## src/hw/rtl/assert_macros.svh

```systemverilog
// Assertion macros of the tuner search sequencer RTL.
// Bodies are empty when SYNTH is defined; no other dependencies.
`ifndef ASSERT_MACROS_SVH
`define ASSERT_MACROS_SVH
`ifndef SYNTH
`define LTSS_ASSERT(lbl, clk, rst_n, prop) \
  lbl: assert property (@(posedge clk) disable iff (!rst_n) prop) \
    else $error("ltss assertion failed");
`define LTSS_ASSERT_NORST(lbl, clk, prop) \
  lbl: assert property (@(posedge clk) prop) else $error("ltss assertion failed");
`else
`define LTSS_ASSERT(lbl, clk, rst_n, prop)
`define LTSS_ASSERT_NORST(lbl, clk, prop)
`endif
`endif

```

## src/hw/rtl/ltss_pkg.sv

```systemverilog
// Types, constants and search tables of the tuner search sequencer.
// Used by the channel interfaces, the register block, the step logic and the top level.
`default_nettype none

package ltss_pkg;

  localparam int GridSideDef = 8;
  localparam int LadderBits  = 7;
  localparam int LadderHw    = (1 << LadderBits) - 1;
  localparam int PassCount   = 5;
  localparam int RefinePts   = 9;
  localparam int PctFull     = 100;
  localparam int SwrW        = 14;
  localparam int CodeW       = 7;
  localparam int CfgAddrW    = 5;

  localparam logic [15:0]      SwrNone     = 16'hFFFF;
  localparam logic [SwrW-1:0]  RepSwrReset = 14'd100;

  typedef enum logic [1:0] {
    ACT_START = 2'd0,
    ACT_MEAS  = 2'd1,
    ACT_ABORT = 2'd2
  } action_e;

  typedef enum logic [2:0] {
    ST_IDLE   = 3'd0,
    ST_TUNING = 3'd1,
    ST_OK     = 3'd2,
    ST_POOR   = 3'd3,
    ST_FAILED = 3'd4
  } status_e;

  typedef enum logic [1:0] {
    KIND_GRID = 2'd0,
    KIND_L    = 2'd1,
    KIND_C    = 2'd2
  } kind_e;

  typedef enum logic [2:0] {
    REG_ENABLE   = 3'd0,
    REG_LADDER   = 3'd1,
    REG_SWR_GOOD = 3'd2,
    REG_SWR_OK   = 3'd3,
    REG_MAX_BAD  = 3'd4
  } reg_e;

  typedef struct packed {
    logic [1:0]      action;
    logic            start_permitted;
    logic            carrier_ok;
    logic [SwrW-1:0] swr_reading;
  } evt_t;

  typedef struct packed {
    logic [CodeW-1:0] relay_l;
    logic [CodeW-1:0] relay_c;
    logic             cap_radio_side;
    logic             bypass_on;
    logic [2:0]       tune_status;
    logic [SwrW-1:0]  result_swr;
    logic [6:0]       progress_pct;
    logic             start_accepted;
    logic             finished;
  } res_t;

  typedef struct packed {
    logic             tuner_enabled;
    logic [CodeW-1:0] ladder_max;
    logic [SwrW-1:0]  swr_good;
    logic [SwrW-1:0]  swr_ok;
    logic [3:0]       max_bad_reads;
  } cfg_t;

  localparam cfg_t CfgReset = '{
    tuner_enabled: 1'b1,
    ladder_max:    7'd127,
    swr_good:      14'd110,
    swr_ok:        14'd200,
    max_bad_reads: 4'd5
  };

  // Geometric grid codes, one per grid row or column.
  function automatic logic [CodeW-1:0] grid_code(input logic [2:0] idx);
    logic [CodeW-1:0] code;
    case (idx)
      3'd0:    code = 7'd0;
      3'd1:    code = 7'd2;
      3'd2:    code = 7'd4;
      3'd3:    code = 7'd8;
      3'd4:    code = 7'd16;
      3'd5:    code = 7'd32;
      3'd6:    code = 7'd64;
      default: code = 7'd112;
    endcase
    return code;
  endfunction

  // Pass tables, indexed by pass number modulo the pass count.
  function automatic kind_e pass_kind(input logic [2:0] p);
    kind_e k;
    case (p)
      3'd0, 3'd5:       k = KIND_GRID;
      3'd1, 3'd3, 3'd6: k = KIND_L;
      default:          k = KIND_C;
    endcase
    return k;
  endfunction

  function automatic logic [4:0] pass_span(input logic [2:0] p);
    logic [4:0] s;
    case (p)
      3'd0, 3'd5:       s = 5'd0;
      3'd1, 3'd2, 3'd6: s = 5'd16;
      default:          s = (p == 3'd7) ? 5'd16 : 5'd4;
    endcase
    return s;
  endfunction

  function automatic logic [2:0] pass_step(input logic [2:0] p);
    logic [2:0] s;
    case (p)
      3'd0, 3'd5:       s = 3'd0;
      3'd1, 3'd2, 3'd6: s = 3'd4;
      default:          s = (p == 3'd7) ? 3'd4 : 3'd1;
    endcase
    return s;
  endfunction

endpackage

`default_nettype wire

```

## src/hw/rtl/ltss_if.sv

```systemverilog
// Request and result channel interfaces of the tuner search sequencer.
// Payload types come from ltss_pkg.
`default_nettype none

interface ltss_evt_if import ltss_pkg::*; ();
  logic valid;
  logic ready;
  evt_t data;

  modport source (output valid, output data, input ready);
  modport sink   (input valid, input data, output ready);
endinterface

interface ltss_res_if import ltss_pkg::*; ();
  logic valid;
  logic ready;
  res_t data;

  modport source (output valid, output data, input ready);
  modport sink   (input valid, input data, output ready);
endinterface

`default_nettype wire

```

## src/hw/rtl/lc_tuner_search_sequencer.sv

```systemverilog
// L-network tuner search sequencer.
//
// Requests arrive on evt_i (valid/ready): start, measurement or abort. Each
// accepted request produces exactly one result on res_o carrying the relay
// codes to latch, the capacitor side, bypass, status, best SWR and progress.
// A request is taken into an input register, then evaluated combinationally
// against the search state, and the result lands in an output register.
// res_o.valid rises when the result is captured in the output register, and
// throughput is one request per cycle while res_o.ready is high, set by the
// combinational step logic between the two registers.
// While a result waits for res_o.ready, one more request can be held in the
// input register; further requests stall on evt_i.ready.
// Registers sit on an APB-style port (pready always high): enable, ladder
// limit, good and ok SWR thresholds, carrier-less read limit. Write them
// only while no request is in flight.
// After rst_ni the search is idle with relays in bypass, reported SWR 100,
// and the registers at their reset values.
`default_nettype none

module lc_tuner_search_sequencer import ltss_pkg::*; #(
  parameter int GridSide = GridSideDef
) (
  input  logic                clk_i,
  input  logic                rst_ni,
  ltss_evt_if.sink            evt_i,
  ltss_res_if.source          res_o,
  input  logic                psel,
  input  logic                penable,
  input  logic                pwrite,
  input  logic [CfgAddrW-1:0] paddr,
  input  logic [31:0]         pwdata,
  output logic [31:0]         prdata,
  output logic                pready
);

  cfg_t cfg;
  evt_t evt_q;
  logic evt_vld_q;
  res_t step_res;
  res_t res_q;
  logic res_vld_q;
  logic go;

  assign go          = evt_vld_q && (!res_vld_q || res_o.ready);
  assign evt_i.ready = !evt_vld_q || go;
  assign res_o.valid = res_vld_q;
  assign res_o.data  = res_q;

  ltss_cfg u_cfg (
    .clk_i   (clk_i),
    .rst_ni  (rst_ni),
    .psel    (psel),
    .penable (penable),
    .pwrite  (pwrite),
    .paddr   (paddr),
    .pwdata  (pwdata),
    .prdata  (prdata),
    .pready  (pready),
    .cfg_o   (cfg)
  );

  ltss_step #(
    .GridSide (GridSide)
  ) u_step (
    .clk_i  (clk_i),
    .rst_ni (rst_ni),
    .go_i   (go),
    .evt_i  (evt_q),
    .cfg_i  (cfg),
    .res_o  (step_res)
  );

  always_ff @(posedge clk_i or negedge rst_ni) begin
    if (!rst_ni) begin
      evt_vld_q <= 1'b0;
      res_vld_q <= 1'b0;
    end else begin
      if (evt_i.ready) begin
        evt_vld_q <= evt_i.valid;
      end
      if (go) begin
        res_vld_q <= 1'b1;
      end else if (res_o.ready) begin
        res_vld_q <= 1'b0;
      end
    end
  end

  always_ff @(posedge clk_i) begin
    if (evt_i.valid && evt_i.ready) begin
      evt_q <= evt_i.data;
    end
    if (go) begin
      res_q <= step_res;
    end
  end

endmodule

`default_nettype wire

```

## src/hw/rtl/ltss_cfg.sv

```systemverilog
// APB-style configuration registers of the tuner search sequencer.
// Depends on ltss_pkg for the register map and reset values.
`default_nettype none

module ltss_cfg import ltss_pkg::*; (
  input  logic                clk_i,
  input  logic                rst_ni,
  input  logic                psel,
  input  logic                penable,
  input  logic                pwrite,
  input  logic [CfgAddrW-1:0] paddr,
  input  logic [31:0]         pwdata,
  output logic [31:0]         prdata,
  output logic                pready,
  output cfg_t                cfg_o
);

  cfg_t cfg_q, cfg_d;
  reg_e sel;
  logic wr_en;

  assign sel    = reg_e'(paddr[4:2]);
  assign wr_en  = psel && penable && pwrite;
  assign pready = 1'b1;
  assign cfg_o  = cfg_q;

  always_comb begin
    cfg_d = cfg_q;
    if (wr_en) begin
      case (sel)
        REG_ENABLE:   cfg_d.tuner_enabled = pwdata[0];
        REG_LADDER:   cfg_d.ladder_max    = pwdata[CodeW-1:0];
        REG_SWR_GOOD: cfg_d.swr_good      = pwdata[SwrW-1:0];
        REG_SWR_OK:   cfg_d.swr_ok        = pwdata[SwrW-1:0];
        REG_MAX_BAD:  cfg_d.max_bad_reads = pwdata[3:0];
        default:      ;
      endcase
    end
  end

  always_comb begin
    case (sel)
      REG_ENABLE:   prdata = {31'd0, cfg_q.tuner_enabled};
      REG_LADDER:   prdata = {25'd0, cfg_q.ladder_max};
      REG_SWR_GOOD: prdata = {18'd0, cfg_q.swr_good};
      REG_SWR_OK:   prdata = {18'd0, cfg_q.swr_ok};
      REG_MAX_BAD:  prdata = {28'd0, cfg_q.max_bad_reads};
      default:      prdata = 32'd0;
    endcase
  end

  always_ff @(posedge clk_i or negedge rst_ni) begin
    if (!rst_ni) begin
      cfg_q <= CfgReset;
    end else begin
      cfg_q <= cfg_d;
    end
  end

endmodule

`default_nettype wire

```

## src/hw/rtl/ltss_step.sv

```systemverilog
// Search state and combinational next-state logic of the tuner search sequencer.
// Depends on ltss_pkg and assert_macros.svh; the result is registered by the top level.
`default_nettype none
`include "assert_macros.svh"

module ltss_step import ltss_pkg::*; #(
  parameter int GridSide = GridSideDef
) (
  input  logic clk_i,
  input  logic rst_ni,
  input  logic go_i,
  input  evt_t evt_i,
  input  cfg_t cfg_i,
  output res_t res_o
);

  localparam int GridPts   = GridSide * GridSide;
  localparam int LenMax    = (GridPts > RefinePts) ? GridPts : RefinePts;
  localparam int PtW       = $clog2(LenMax);
  localparam int PtN       = PtW + 1;
  localparam int RcW       = $clog2(GridSide);
  localparam int PassTotal = GridPts + 4 * RefinePts;
  localparam int StepTotal = 2 * PassTotal;
  localparam int RemW      = $clog2(StepTotal + PctFull);

  typedef enum logic [1:0] {
    PH_IDLE,
    PH_TUNING,
    PH_DONE_OK,
    PH_FAILED
  } phase_e;

  phase_e           phase_q, phase_d;
  logic             half_q, half_d;
  logic [2:0]       pass_q, pass_d;
  logic [PtW-1:0]   point_q, point_d;
  logic [RcW-1:0]   row_q, row_d, col_q, col_d;
  logic [CodeW-1:0] work_l_q, work_l_d, work_c_q, work_c_d;
  logic [CodeW-1:0] center_q, center_d;
  logic [15:0]      pbest_swr_q, pbest_swr_d;
  logic [CodeW-1:0] pbest_l_q, pbest_l_d, pbest_c_q, pbest_c_d;
  logic [15:0]      best_swr_q, best_swr_d;
  logic [CodeW-1:0] best_l_q, best_l_d, best_c_q, best_c_d;
  logic             best_side_q, best_side_d, best_byp_q, best_byp_d;
  logic             probing_q, probing_d;
  logic [3:0]       bad_q, bad_d;
  logic             poor_q, poor_d;
  logic [SwrW-1:0]  rep_swr_q, rep_swr_d;
  logic [6:0]       pct_q, pct_d;
  logic [RemW-1:0]  rem_q, rem_d;

  logic             start_ok, fin, finish_ok, do_cursor;
  logic [3:0]       bad_inc;
  logic [PtN-1:0]   pt_n, pass_len;
  logic [2:0]       pass_n;
  logic [RemW-1:0]  rem_a;
  logic [1:0]       pct_inc;
  logic [15:0]      swr16;
  logic [7:0]       lim8;
  logic [CodeW-1:0] lim, gl, gc, v_clamp;
  kind_e            kind;
  logic [4:0]       span;
  logic [2:0]       stp;
  logic [9:0]       v;

  assign lim8 = ({1'b0, cfg_i.ladder_max} < 8'(LadderHw)) ? {1'b0, cfg_i.ladder_max}
                                                         : 8'(LadderHw);
  assign lim  = lim8[CodeW-1:0];

  always_comb begin
    phase_d     = phase_q;
    half_d      = half_q;
    pass_d      = pass_q;
    point_d     = point_q;
    row_d       = row_q;
    col_d       = col_q;
    work_l_d    = work_l_q;
    work_c_d    = work_c_q;
    center_d    = center_q;
    pbest_swr_d = pbest_swr_q;
    pbest_l_d   = pbest_l_q;
    pbest_c_d   = pbest_c_q;
    best_swr_d  = best_swr_q;
    best_l_d    = best_l_q;
    best_c_d    = best_c_q;
    best_side_d = best_side_q;
    best_byp_d  = best_byp_q;
    probing_d   = probing_q;
    bad_d       = bad_q;
    poor_d      = poor_q;
    rep_swr_d   = rep_swr_q;
    pct_d       = pct_q;
    rem_d       = rem_q;
    start_ok    = 1'b0;
    fin         = 1'b0;
    finish_ok   = 1'b0;
    do_cursor   = 1'b0;

    bad_inc  = bad_q + 4'd1;
    pt_n     = PtN'(point_q) + PtN'(1);
    pass_n   = pass_q + 3'd1;
    pass_len = (pass_q == 3'd0) ? PtN'(GridPts) : PtN'(RefinePts);
    swr16    = {2'b00, evt_i.swr_reading};

    // Progress is done * 100 / total, kept as quotient and remainder and
    // advanced by one point at a time.
    rem_a   = rem_q + RemW'(PctFull);
    pct_inc = 2'd0;
    if (rem_a >= RemW'(StepTotal)) begin
      rem_a   = rem_a - RemW'(StepTotal);
      pct_inc = pct_inc + 2'd1;
    end
    if (rem_a >= RemW'(StepTotal)) begin
      rem_a   = rem_a - RemW'(StepTotal);
      pct_inc = pct_inc + 2'd1;
    end

    case (action_e'(evt_i.action))
      ACT_START: begin
        if (cfg_i.tuner_enabled && phase_q != PH_TUNING && evt_i.start_permitted) begin
          half_d      = 1'b0;
          pass_d      = 3'd0;
          point_d     = '0;
          row_d       = '0;
          col_d       = '0;
          work_l_d    = '0;
          work_c_d    = '0;
          center_d    = '0;
          pbest_swr_d = '0;
          pbest_l_d   = '0;
          pbest_c_d   = '0;
          best_swr_d  = SwrNone;
          best_l_d    = '0;
          best_c_d    = '0;
          best_side_d = 1'b0;
          best_byp_d  = 1'b1;
          probing_d   = 1'b1;
          bad_d       = 4'd0;
          phase_d     = PH_TUNING;
          pct_d       = '0;
          rem_d       = '0;
          start_ok    = 1'b1;
        end
      end
      ACT_MEAS: begin
        if (phase_q == PH_TUNING) begin
          if (!cfg_i.tuner_enabled) begin
            phase_d = PH_FAILED;
          end else if (!evt_i.carrier_ok) begin
            bad_d = bad_inc;
            if (bad_inc >= cfg_i.max_bad_reads || bad_inc == 4'd0) begin
              phase_d = PH_FAILED;
            end
          end else begin
            bad_d = 4'd0;
            if (probing_q) begin
              probing_d   = 1'b0;
              best_swr_d  = swr16;
              best_l_d    = '0;
              best_c_d    = '0;
              best_side_d = 1'b0;
              best_byp_d  = 1'b1;
              if (evt_i.swr_reading <= cfg_i.swr_good) begin
                finish_ok = 1'b1;
              end else begin
                work_l_d    = '0;
                work_c_d    = '0;
                pass_d      = 3'd0;
                point_d     = '0;
                row_d       = '0;
                col_d       = '0;
                center_d    = '0;
                pbest_swr_d = SwrNone;
                pbest_l_d   = '0;
                pbest_c_d   = '0;
                do_cursor   = 1'b1;
              end
            end else begin
              if (swr16 < pbest_swr_q) begin
                pbest_swr_d = swr16;
                pbest_l_d   = work_l_q;
                pbest_c_d   = work_c_q;
              end
              if (swr16 < best_swr_q) begin
                best_swr_d  = swr16;
                best_l_d    = work_l_q;
                best_c_d    = work_c_q;
                best_side_d = half_q;
                best_byp_d  = 1'b0;
              end
              if (evt_i.swr_reading <= cfg_i.swr_good) begin
                finish_ok = 1'b1;
              end else begin
                pct_d     = pct_q + 7'(pct_inc);
                rem_d     = rem_a;
                do_cursor = 1'b1;
                if (pt_n >= pass_len) begin
                  // End of pass: continue from the best point of this pass.
                  work_l_d = pbest_l_d;
                  work_c_d = pbest_c_d;
                  pass_d   = pass_n;
                  point_d  = '0;
                  row_d    = '0;
                  col_d    = '0;
                  if (pass_n >= 3'(PassCount)) begin
                    if (half_q) begin
                      finish_ok = 1'b1;
                      do_cursor = 1'b0;
                    end else begin
                      half_d      = 1'b1;
                      work_l_d    = '0;
                      work_c_d    = '0;
                      pass_d      = 3'd0;
                      center_d    = '0;
                      pbest_swr_d = SwrNone;
                      pbest_l_d   = '0;
                      pbest_c_d   = '0;
                    end
                  end else begin
                    center_d    = (pass_kind(pass_n) == KIND_C) ? work_c_d : work_l_d;
                    pbest_swr_d = SwrNone;
                    pbest_l_d   = work_l_d;
                    pbest_c_d   = work_c_d;
                  end
                end else begin
                  point_d = pt_n[PtW-1:0];
                  if (pass_q == 3'd0) begin
                    if (col_q == RcW'(GridSide - 1)) begin
                      col_d = '0;
                      row_d = row_q + RcW'(1);
                    end else begin
                      col_d = col_q + RcW'(1);
                    end
                  end
                end
              end
            end
          end
          if (finish_ok) begin
            phase_d   = PH_DONE_OK;
            poor_d    = (best_swr_d > {2'b00, cfg_i.swr_ok});
            rep_swr_d = best_swr_d[SwrW-1:0];
          end
          fin = (phase_d != PH_TUNING);
        end
      end
      ACT_ABORT: begin
        if (phase_q == PH_TUNING) begin
          phase_d = PH_FAILED;
          fin     = 1'b1;
        end
      end
      default: ;
    endcase

    // Place the working point for the new cursor position.
    kind    = pass_kind(pass_d);
    span    = pass_span(pass_d);
    stp     = pass_step(pass_d);
    gl      = grid_code(3'(row_d));
    gc      = grid_code(3'(col_d));
    v       = 10'(center_d) - 10'(span) + 10'(point_d) * 10'(stp);
    v_clamp = v[9] ? '0 : ((v > 10'(lim)) ? lim : v[CodeW-1:0]);
    if (do_cursor) begin
      case (kind)
        KIND_GRID: begin
          work_l_d = (gl > lim) ? lim : gl;
          work_c_d = (gc > lim) ? lim : gc;
        end
        KIND_L:  work_l_d = v_clamp;
        KIND_C:  work_c_d = v_clamp;
        default: ;
      endcase
    end
  end

  always_comb begin
    res_o                = '0;
    res_o.start_accepted = start_ok;
    res_o.finished       = fin;
    res_o.result_swr     = rep_swr_d;
    res_o.bypass_on      = 1'b1;
    res_o.tune_status    = ST_IDLE;
    case (phase_d)
      PH_TUNING: begin
        res_o.tune_status  = ST_TUNING;
        res_o.progress_pct = pct_d;
        if (!probing_d) begin
          res_o.relay_l        = work_l_d;
          res_o.relay_c        = work_c_d;
          res_o.cap_radio_side = half_d;
          res_o.bypass_on      = 1'b0;
        end
      end
      PH_DONE_OK: begin
        res_o.tune_status    = poor_d ? ST_POOR : ST_OK;
        res_o.relay_l        = best_l_d;
        res_o.relay_c        = best_c_d;
        res_o.cap_radio_side = best_side_d;
        res_o.bypass_on      = best_byp_d;
        res_o.progress_pct   = 7'(PctFull);
      end
      PH_FAILED: begin
        res_o.tune_status  = ST_FAILED;
        res_o.progress_pct = 7'(PctFull);
      end
      default: ;
    endcase
  end

  always_ff @(posedge clk_i or negedge rst_ni) begin
    if (!rst_ni) begin
      phase_q     <= PH_IDLE;
      half_q      <= 1'b0;
      pass_q      <= 3'd0;
      point_q     <= '0;
      row_q       <= '0;
      col_q       <= '0;
      work_l_q    <= '0;
      work_c_q    <= '0;
      center_q    <= '0;
      pbest_swr_q <= SwrNone;
      pbest_l_q   <= '0;
      pbest_c_q   <= '0;
      best_swr_q  <= SwrNone;
      best_l_q    <= '0;
      best_c_q    <= '0;
      best_side_q <= 1'b0;
      best_byp_q  <= 1'b1;
      probing_q   <= 1'b0;
      bad_q       <= 4'd0;
      poor_q      <= 1'b0;
      rep_swr_q   <= RepSwrReset;
      pct_q       <= '0;
      rem_q       <= '0;
    end else if (go_i) begin
      phase_q     <= phase_d;
      half_q      <= half_d;
      pass_q      <= pass_d;
      point_q     <= point_d;
      row_q       <= row_d;
      col_q       <= col_d;
      work_l_q    <= work_l_d;
      work_c_q    <= work_c_d;
      center_q    <= center_d;
      pbest_swr_q <= pbest_swr_d;
      pbest_l_q   <= pbest_l_d;
      pbest_c_q   <= pbest_c_d;
      best_swr_q  <= best_swr_d;
      best_l_q    <= best_l_d;
      best_c_q    <= best_c_d;
      best_side_q <= best_side_d;
      best_byp_q  <= best_byp_d;
      probing_q   <= probing_d;
      bad_q       <= bad_d;
      poor_q      <= poor_d;
      rep_swr_q   <= rep_swr_d;
      pct_q       <= pct_d;
      rem_q       <= rem_d;
    end
  end

  `LTSS_ASSERT(a_fin_leaves_tuning, clk_i, rst_ni, go_i && res_o.finished |=> phase_q != PH_TUNING)
  `LTSS_ASSERT(a_start_probes, clk_i, rst_ni, go_i && res_o.start_accepted |=> probing_q && phase_q == PH_TUNING)
  `LTSS_ASSERT(a_pass_range, clk_i, rst_ni, phase_q == PH_TUNING && !probing_q |-> pass_q < 3'(PassCount))
  `LTSS_ASSERT(a_progress_range, clk_i, rst_ni, phase_q == PH_TUNING |-> pct_q < 7'(PctFull) && rem_q < RemW'(StepTotal))
  `LTSS_ASSERT_NORST(a_reset_idle, clk_i, !rst_ni |-> phase_q == PH_IDLE && !probing_q)

endmodule

`default_nettype wire
```

## src/flat_wrapper.sv

```systemverilog
// flat-port wrapper written by rule: the top's interface ports become plain ports
module lc_tuner_search_sequencer_flat import ltss_pkg::*;
#(
  parameter int GridSide = GridSideDef
)
  (clk_i, rst_ni, psel, penable, pwrite, paddr, pwdata, prdata, pready, evt_i_valid, evt_i_data, evt_i_ready, res_o_valid, res_o_data, res_o_ready);
  ltss_evt_if evt_i_i ();
  ltss_res_if res_o_i ();
  input  logic clk_i;
  input  logic rst_ni;
  input  logic psel;
  input  logic penable;
  input  logic pwrite;
  input  logic [CfgAddrW-1:0] paddr;
  input  logic [31:0] pwdata;
  output logic [31:0] prdata;
  output logic pready;
  input wire logic [$bits(evt_i_i.valid)-1:0] evt_i_valid;
  input wire logic [$bits(evt_i_i.data)-1:0] evt_i_data;
  output wire logic [$bits(evt_i_i.ready)-1:0] evt_i_ready;
  output wire logic [$bits(res_o_i.valid)-1:0] res_o_valid;
  output wire logic [$bits(res_o_i.data)-1:0] res_o_data;
  input wire logic [$bits(res_o_i.ready)-1:0] res_o_ready;
  assign evt_i_i.valid = evt_i_valid;
  assign evt_i_i.data = evt_i_data;
  assign evt_i_ready = evt_i_i.ready;
  assign res_o_valid = res_o_i.valid;
  assign res_o_data = res_o_i.data;
  assign res_o_i.ready = res_o_ready;
  lc_tuner_search_sequencer #(.GridSide(GridSide)) u_core (.clk_i(clk_i), .rst_ni(rst_ni), .evt_i(evt_i_i), .res_o(res_o_i), .psel(psel), .penable(penable), .pwrite(pwrite), .paddr(paddr), .pwdata(pwdata), .prdata(prdata), .pready(pready));
endmodule
```

## config.mk

```make
export PLATFORM = sky130hd
export DESIGN_NAME = lc_tuner_search_sequencer_flat
export DESIGN_NICKNAME = d
export VERILOG_FILES = /design/src/hw/rtl/ltss_pkg.sv /design/src/hw/rtl/ltss_if.sv /design/src/hw/rtl/lc_tuner_search_sequencer.sv /design/src/hw/rtl/ltss_cfg.sv /design/src/hw/rtl/ltss_step.sv /design/src/flat_wrapper.sv
export VERILOG_INCLUDE_DIRS = /design/src /design/src/hw/rtl
export SDC_FILE = /design/constraint.sdc
export NUM_CORES = 1
export LEC_CHECK = 0
export ABC_AREA = 0
export BUFFER_PORTS_ARGS = -buffer_cell sky130_fd_sc_hd__buf_4
export CAP_MARGIN = 20
export CORE_ASPECT_RATIO = 1.2
export CORE_MARGIN = 8
export CORE_UTILIZATION = 50
export DETAILED_ROUTE_END_ITERATION = 6
export PLACE_DENSITY = 0.69
export SYNTH_ARGS = -nofsm -noshare
export SYNTH_HDL_FRONTEND = slang
export SYNTH_SLANG_ARGS = --single-unit
```

## constraint.sdc

```tcl
create_clock -name clk_i -period 15.1 [get_ports clk_i]
set_input_delay 2.265 -clock clk_i [delete_from_list [all_inputs] [get_ports clk_i]]
set_output_delay 2.265 -clock clk_i [all_outputs]
set_load 0.005 [all_outputs]
```

Word level (Yosys, flattened, before mapping)
Index checks and enable logic that the tools add are counted.
Widths: inputs -> output; s select.
{ "word_totals": {"regBits": 239, "out_inout_bits": 77, "inputBits": 62} }
{ "op_classes": {"magnitude_cmp": 13, "mux": 254, "n_eq_ne": 45, "addsub": 12, "n_reduce_logical": 37, "n_mul": 1} }
{ "ops": {"columns": ["op", "n"], "rows": [
  ["$mux 7", 73],
  ["$mux 16", 20],
  ["$pmux 7 s2", 11],
  ["$pmux 7 s7", 2],
  ["$pmux 16 s2", 3],
  ["$mux 3", 31],
  ["$mux 9", 8],
  ["$pmux 14 s5", 1],
  ["$mux 1", 54],
  ["$mux 6", 8],
  ["$mux 14", 3],
  ["$eq 3x3->1 const B", 13],
  ["$mux 2", 18],
  ["$lt 14x16->1", 2],
  ["$eq 3x2->1 const B", 9],
  ["$pmux 3 s2", 4],
  ["$ge 9x8->1 const B", 2],
  ["$logic_not 3->1", 6],
  ["$pmux 9 s2", 1],
  ["$sub 9x8->9 const B", 2],
  ["$gt 16x14->1", 1],
  ["$mux 4", 4],
  ["$eq 3x1->1 const B", 5],
  ["$gt 7x7->1", 2],
  ["other kinds (41)", 79]
]} }

Logic depth before layout (Yosys ltp)
{ "depth": {"word_depth": 31, "mapped_depth": 37, "depth_no_buf": 36} }

Hierarchy
Synthesis repeated with hierarchy kept, for this count alone.
{ "unflattened": {"cells_unflattened": 1791, "area_unflattened_um2": 16643.5} }
{ "by_module_without_submodules": {"columns": ["mod", "cells_per_inst", "n_inst", "area_per_inst_um2", "seq_area_each_um2"], "rows": [
  ["ltss_step", 1564, 1, 12679.7, 3423.3],
  ["ltss_cfg", 159, 1, 2058.2, 1023.5],
  ["lc_tuner_search_sequencer", 68, 1, 1905.6, 1851.8]
]} }

Worst setup path after synthesis
OpenSTA, ideal clock, no wires.
{ "synth_timing": {"path_kind": "register to register", "startpoint": "register u_core.u_step.pass_q[0]", "endpoint": "register u_core.res_q (netlist bit u_core.res_o.data[39]), data pin", "n_path_buf": 1, "t_arrival_ps": 8027, "synth_period_minus_slack_ps": 8173, "setup_time_ps": 146, "stages_incl_launch_ff": 37, "slack_ps": 6927, "path_cell_list": "dfrtp_1 > inv_1 > ha_1 > nor2b_2 > inv_1 > ha_1 > nor3b_2 > a211oi_1 > or4_4 > o22ai_1 > a211oi_1 > or3_1 > buf_2 > nor4_2 > a21oi_1 > inv_1 > ha_1 > nor2b_1 > a311o_1 > nor2_1 > xnor2_1 > fa_1 > inv_1 > ha_1 > o21a_1 > o31ai_1 > a21boi_0 > ha_1 > o21a_1 > o22ai_1 > a21oi_1 > a21oi_1 > mux2_2 > or4b_1 > mux2i_1 > nor3_1 > a21oi_1"} }
{ "synth_rtl": {"columns": ["item", "line", "source"], "rows": [
  ["start: declaration", "ltss_step.sv:35", "logic [2:0] pass_q, pass_d;"],
  ["start signal: assignment", "ltss_step.sv:339", "pass_q <= pass_d;"],
  ["end signal: assignment", "lc_tuner_search_sequencer.sv:94", "res_q <= step_res;"],
  ["end: declaration", "lc_tuner_search_sequencer.sv:40", "res_t res_q;"]
]} }

==> qor.csv <==
metric,value,unit
status,completed,
Post-Synthesis Cells,1732,
Combinational Power Share,0.189,
Startpoint Class,register,
Sequential Power Share,0.445,
critical path class,reg2reg,
Most common cell on crit path,ha_1,
Setup crit end kind,register,
initial antenna violation count,0,
nets,1999,
Clock Power Share,0.366,
core area,31450,um2
GRT busiest layer,met2,
vias in the first global route,13827,
Design Power,1.759,mW
Max-Cap Viols,0,
CTS H-Tree Depth,1,
vias per std cell,6.220,
Syn Area/Cell,9.232,um2
Hold WC Path Type,reg2reg,
Clock Skew,0.01421,ns
met3 GRT Util,0.03137,
maximum root-to-sink buffer count,3,
worst slew pin tran,1.218,ns
Synth Cell Area,15990,um2
I/O Buffers,99,
DRC violations left,0,
FILL cells,2850,
total power per unit cell area,98.22,nW/um2
number of enable flip-flop cells after synthesis,60,
Max Fclk,101.1,MHz
Initial Utilization,0.5085,
"wirelength, routed",46370,um
area growth from synthesis to layout,12.03,%
TritonCTS clock tree,built,
fin crit share,0.6552,
met2 Usage GRT,0.4251,
die area,37980,um2
largest net degree at the start of global routing,77,
worst reg2reg setup slack,5.21,ns
die height,211.9,um
GRT Total Usage,0.2462,
largest area contributor in the netlist,dfrtp_1,
FP Rows,71,
RD Place Congestion,0.9697,
share of the synthesized area in the top cell type,0.1925,
largest cells by area after synthesis,"dfrtp_1, edfxtp_1, ha_1",
synthesized flop and latch total,237,
CP max-delay cell,a21oi_1,
Register Area,6299,um2
Hold Buf Count CTS,0,
first-pass GRT wire length,74200,um
Top Family by Delay on Critical Path,simple AND/OR/NAND/NOR gates,
minimum clock period,9.893,ns
"Seq/Total Area, Yosys",0.3939,
internal power,1.225,mW
clk slew on worst S/H paths,0.06,ns
TritonCTS Sinks,237,
CP Max Fanout,10,
crit-path max cell delay,0.63,ns
Initial DRC Count,1216,
dpl hpwl,35220,um
Critical path buffers and inverters,3,
CTS resizes,0,
yosys warns,0,
via count,13864,
Peak VDD IR,0.00009058,V
Final setup violation count,0,
Antenna Nets Post-Route,0,
die width,179.3,um
Pre-antenna DRT Iters,5,
Worst-Skew Late Latency,0.56,ns
"Top FF cell, synth",dfrtp_1,
share of cells above drive strength 1,0.1559,
antenna cells,0,
M1 GR Usage,0.2861,
clock buffer count from CTS,27,
RSZ-0062 raised after global routing,no,
Worst EP required,15.47,ns
GRT overflow,0,
relative slew slack,0.1671,
switch share,0.3036,
asr flop ratio synth,0.7468,
sw power,0.5341,mW
cell with the most instances after synthesis,nand2_1,
setup TNS,0,ns
Lkg Pwr,7.794,nW
Slew Limit Fails,0,
Yosys cell types,87,
post-CTS setup buffers,0,
DR WL/cell,20.80,um
final hold violation count,0,
CP Data Arrival Time,10.26,ns
commonest cells in the netlist,"nand2_1, o21ai_0, inv_1",
I/O pins,139,
clk root buf,clkbuf_16,
multi-input logic area,8830,um2
-- kinds of logic (layout without fill, tap and decap cells) --
kind of cell | after synthesis | count (layout) | share of synthesized area
AOI/OAI and AO/OA | 532 | 532 | 0.2218
xor gates and xnor gates | 35 | 35 | 0.01964
adders and majority gates | 130 | 130 | 0.1045
buffers and inverters | 224 | 303 | 0.05845
DFF | 237 | 237 | 0.3939
muxes | 64 | 64 | 0.04742
other | 2 | 19 | 0.0004697
and+or+nand+nor | 508 | 508 | 0.1538
-- sequential cells by signal (all words and copies together) (netlist names), 14 cells and up --
name and count:
u_core.u_step.pbest_swr_q 16, u_core.u_cfg.cfg_o 40, u_core.res_o.data 42, u_core.u_step.rep_swr_q 14, u_core.evt_q 18, u_core.u_step.best_swr_q 16
-- through the flow --
step                instances  utilization  hold WS [ns]  cell area (um2)  setup WS (ns)
detailed placement       2176       0.5414        0.4701            17030          5.490
CTS                      2226       0.5688        0.4826            17890          5.433
floorplan                1749            -        0.4460            16050          6.927
global route             2229       0.5696        0.5047            17910          4.515
finish                   2229       0.5696        0.4795            17910          5.207
global placement         2176       0.5414        0.4614            17030          5.514
-- power groups by stage --
stage | clock network [mW] | logic, mW | registers [mW]
after global placement | 0 | 0.319 | 0.790
after detailed placement | 0 | 0.330 | 0.792
after global routing | 0.675 | 0.370 | 0.789
after CTS | 0.654 | 0.333 | 0.781
after floorplan | 0 | 0.222 | 0.767
final | 0.644 | 0.333 | 0.783
-- layer usage --
layer / vias to the layer above / wire (um)
li1: 6455 / -
met1: 6732 / 18080
met2: 520 / 22980
met3: 157 / 2373
met4: 0 / 2933
met5: - / 0
-- path summary, 6_finish.rpt --
kind,from,end,depth (start not counted)
max,u_core.u_step.pass_q[0]$_DFFE_PN0P_,u_core.res_o.data[39]$_DFFE_PP_,34
min,u_core.u_step.rep_swr_q[12]$_DFFE_PN0P_,u_core.u_step.rep_swr_q[12]$_DFFE_PN0P_,2
max reg2reg,u_core.u_step.pass_q[0]$_DFFE_PN0P_,u_core.res_o.data[39]$_DFFE_PP_,34
min reg2reg,u_core.u_step.rep_swr_q[12]$_DFFE_PN0P_,u_core.u_step.rep_swr_q[12]$_DFFE_PN0P_,2
max in group asynchronous,rst_ni,u_core.u_step.pct_q[5]$_DFFE_PN0P_,2
min in group asynchronous,rst_ni,u_core.u_cfg.cfg_o[3]$_DFFE_PN0P_,1
-- tightest hold or removal path: stages (launching register included) --
cell and delay [ns]:
dfrtp_1 0.34, nand2_1 0.05, o21ai_0 0.06
-- cells in the final DEF (no fill, tap or decap), types with 16 or more instances in the layout --
master	Yosys	routed
mux2_2	34	34
conb_1	2	19
a21o_1	21	21
xnor2_1	17	17
nand2_1	190	189
a21oi_1	104	104
mux2i_1	24	24
dfrtp_1	123	123
and2_1	19	19
nand3_1	38	38
a22oi_1	44	44
nor2_1	103	103
clkbuf_16	0	27
a221o_1	17	17
edfxtp_1	60	60
buf_4	20	121
nand4_1	16	16
nor2b_1	19	19
xor2_1	17	17
o21ai_0	151	151
inv_1	129	128
a22o_1	29	29
dfstp_2	54	54
ha_1	124	124
nor3_1	38	37
-- final cells by class --
class                      instances  area share
sequential                       237      0.3516
inverter                         129     0.02703
clock buffer                      40     0.04324
tap                              401     0.02801
multi-input combinational       1288      0.4929
clock inverter                    10    0.004889
timing repair buffer             124     0.05232
No activity file was read; power rests on OpenSTA's default activity.
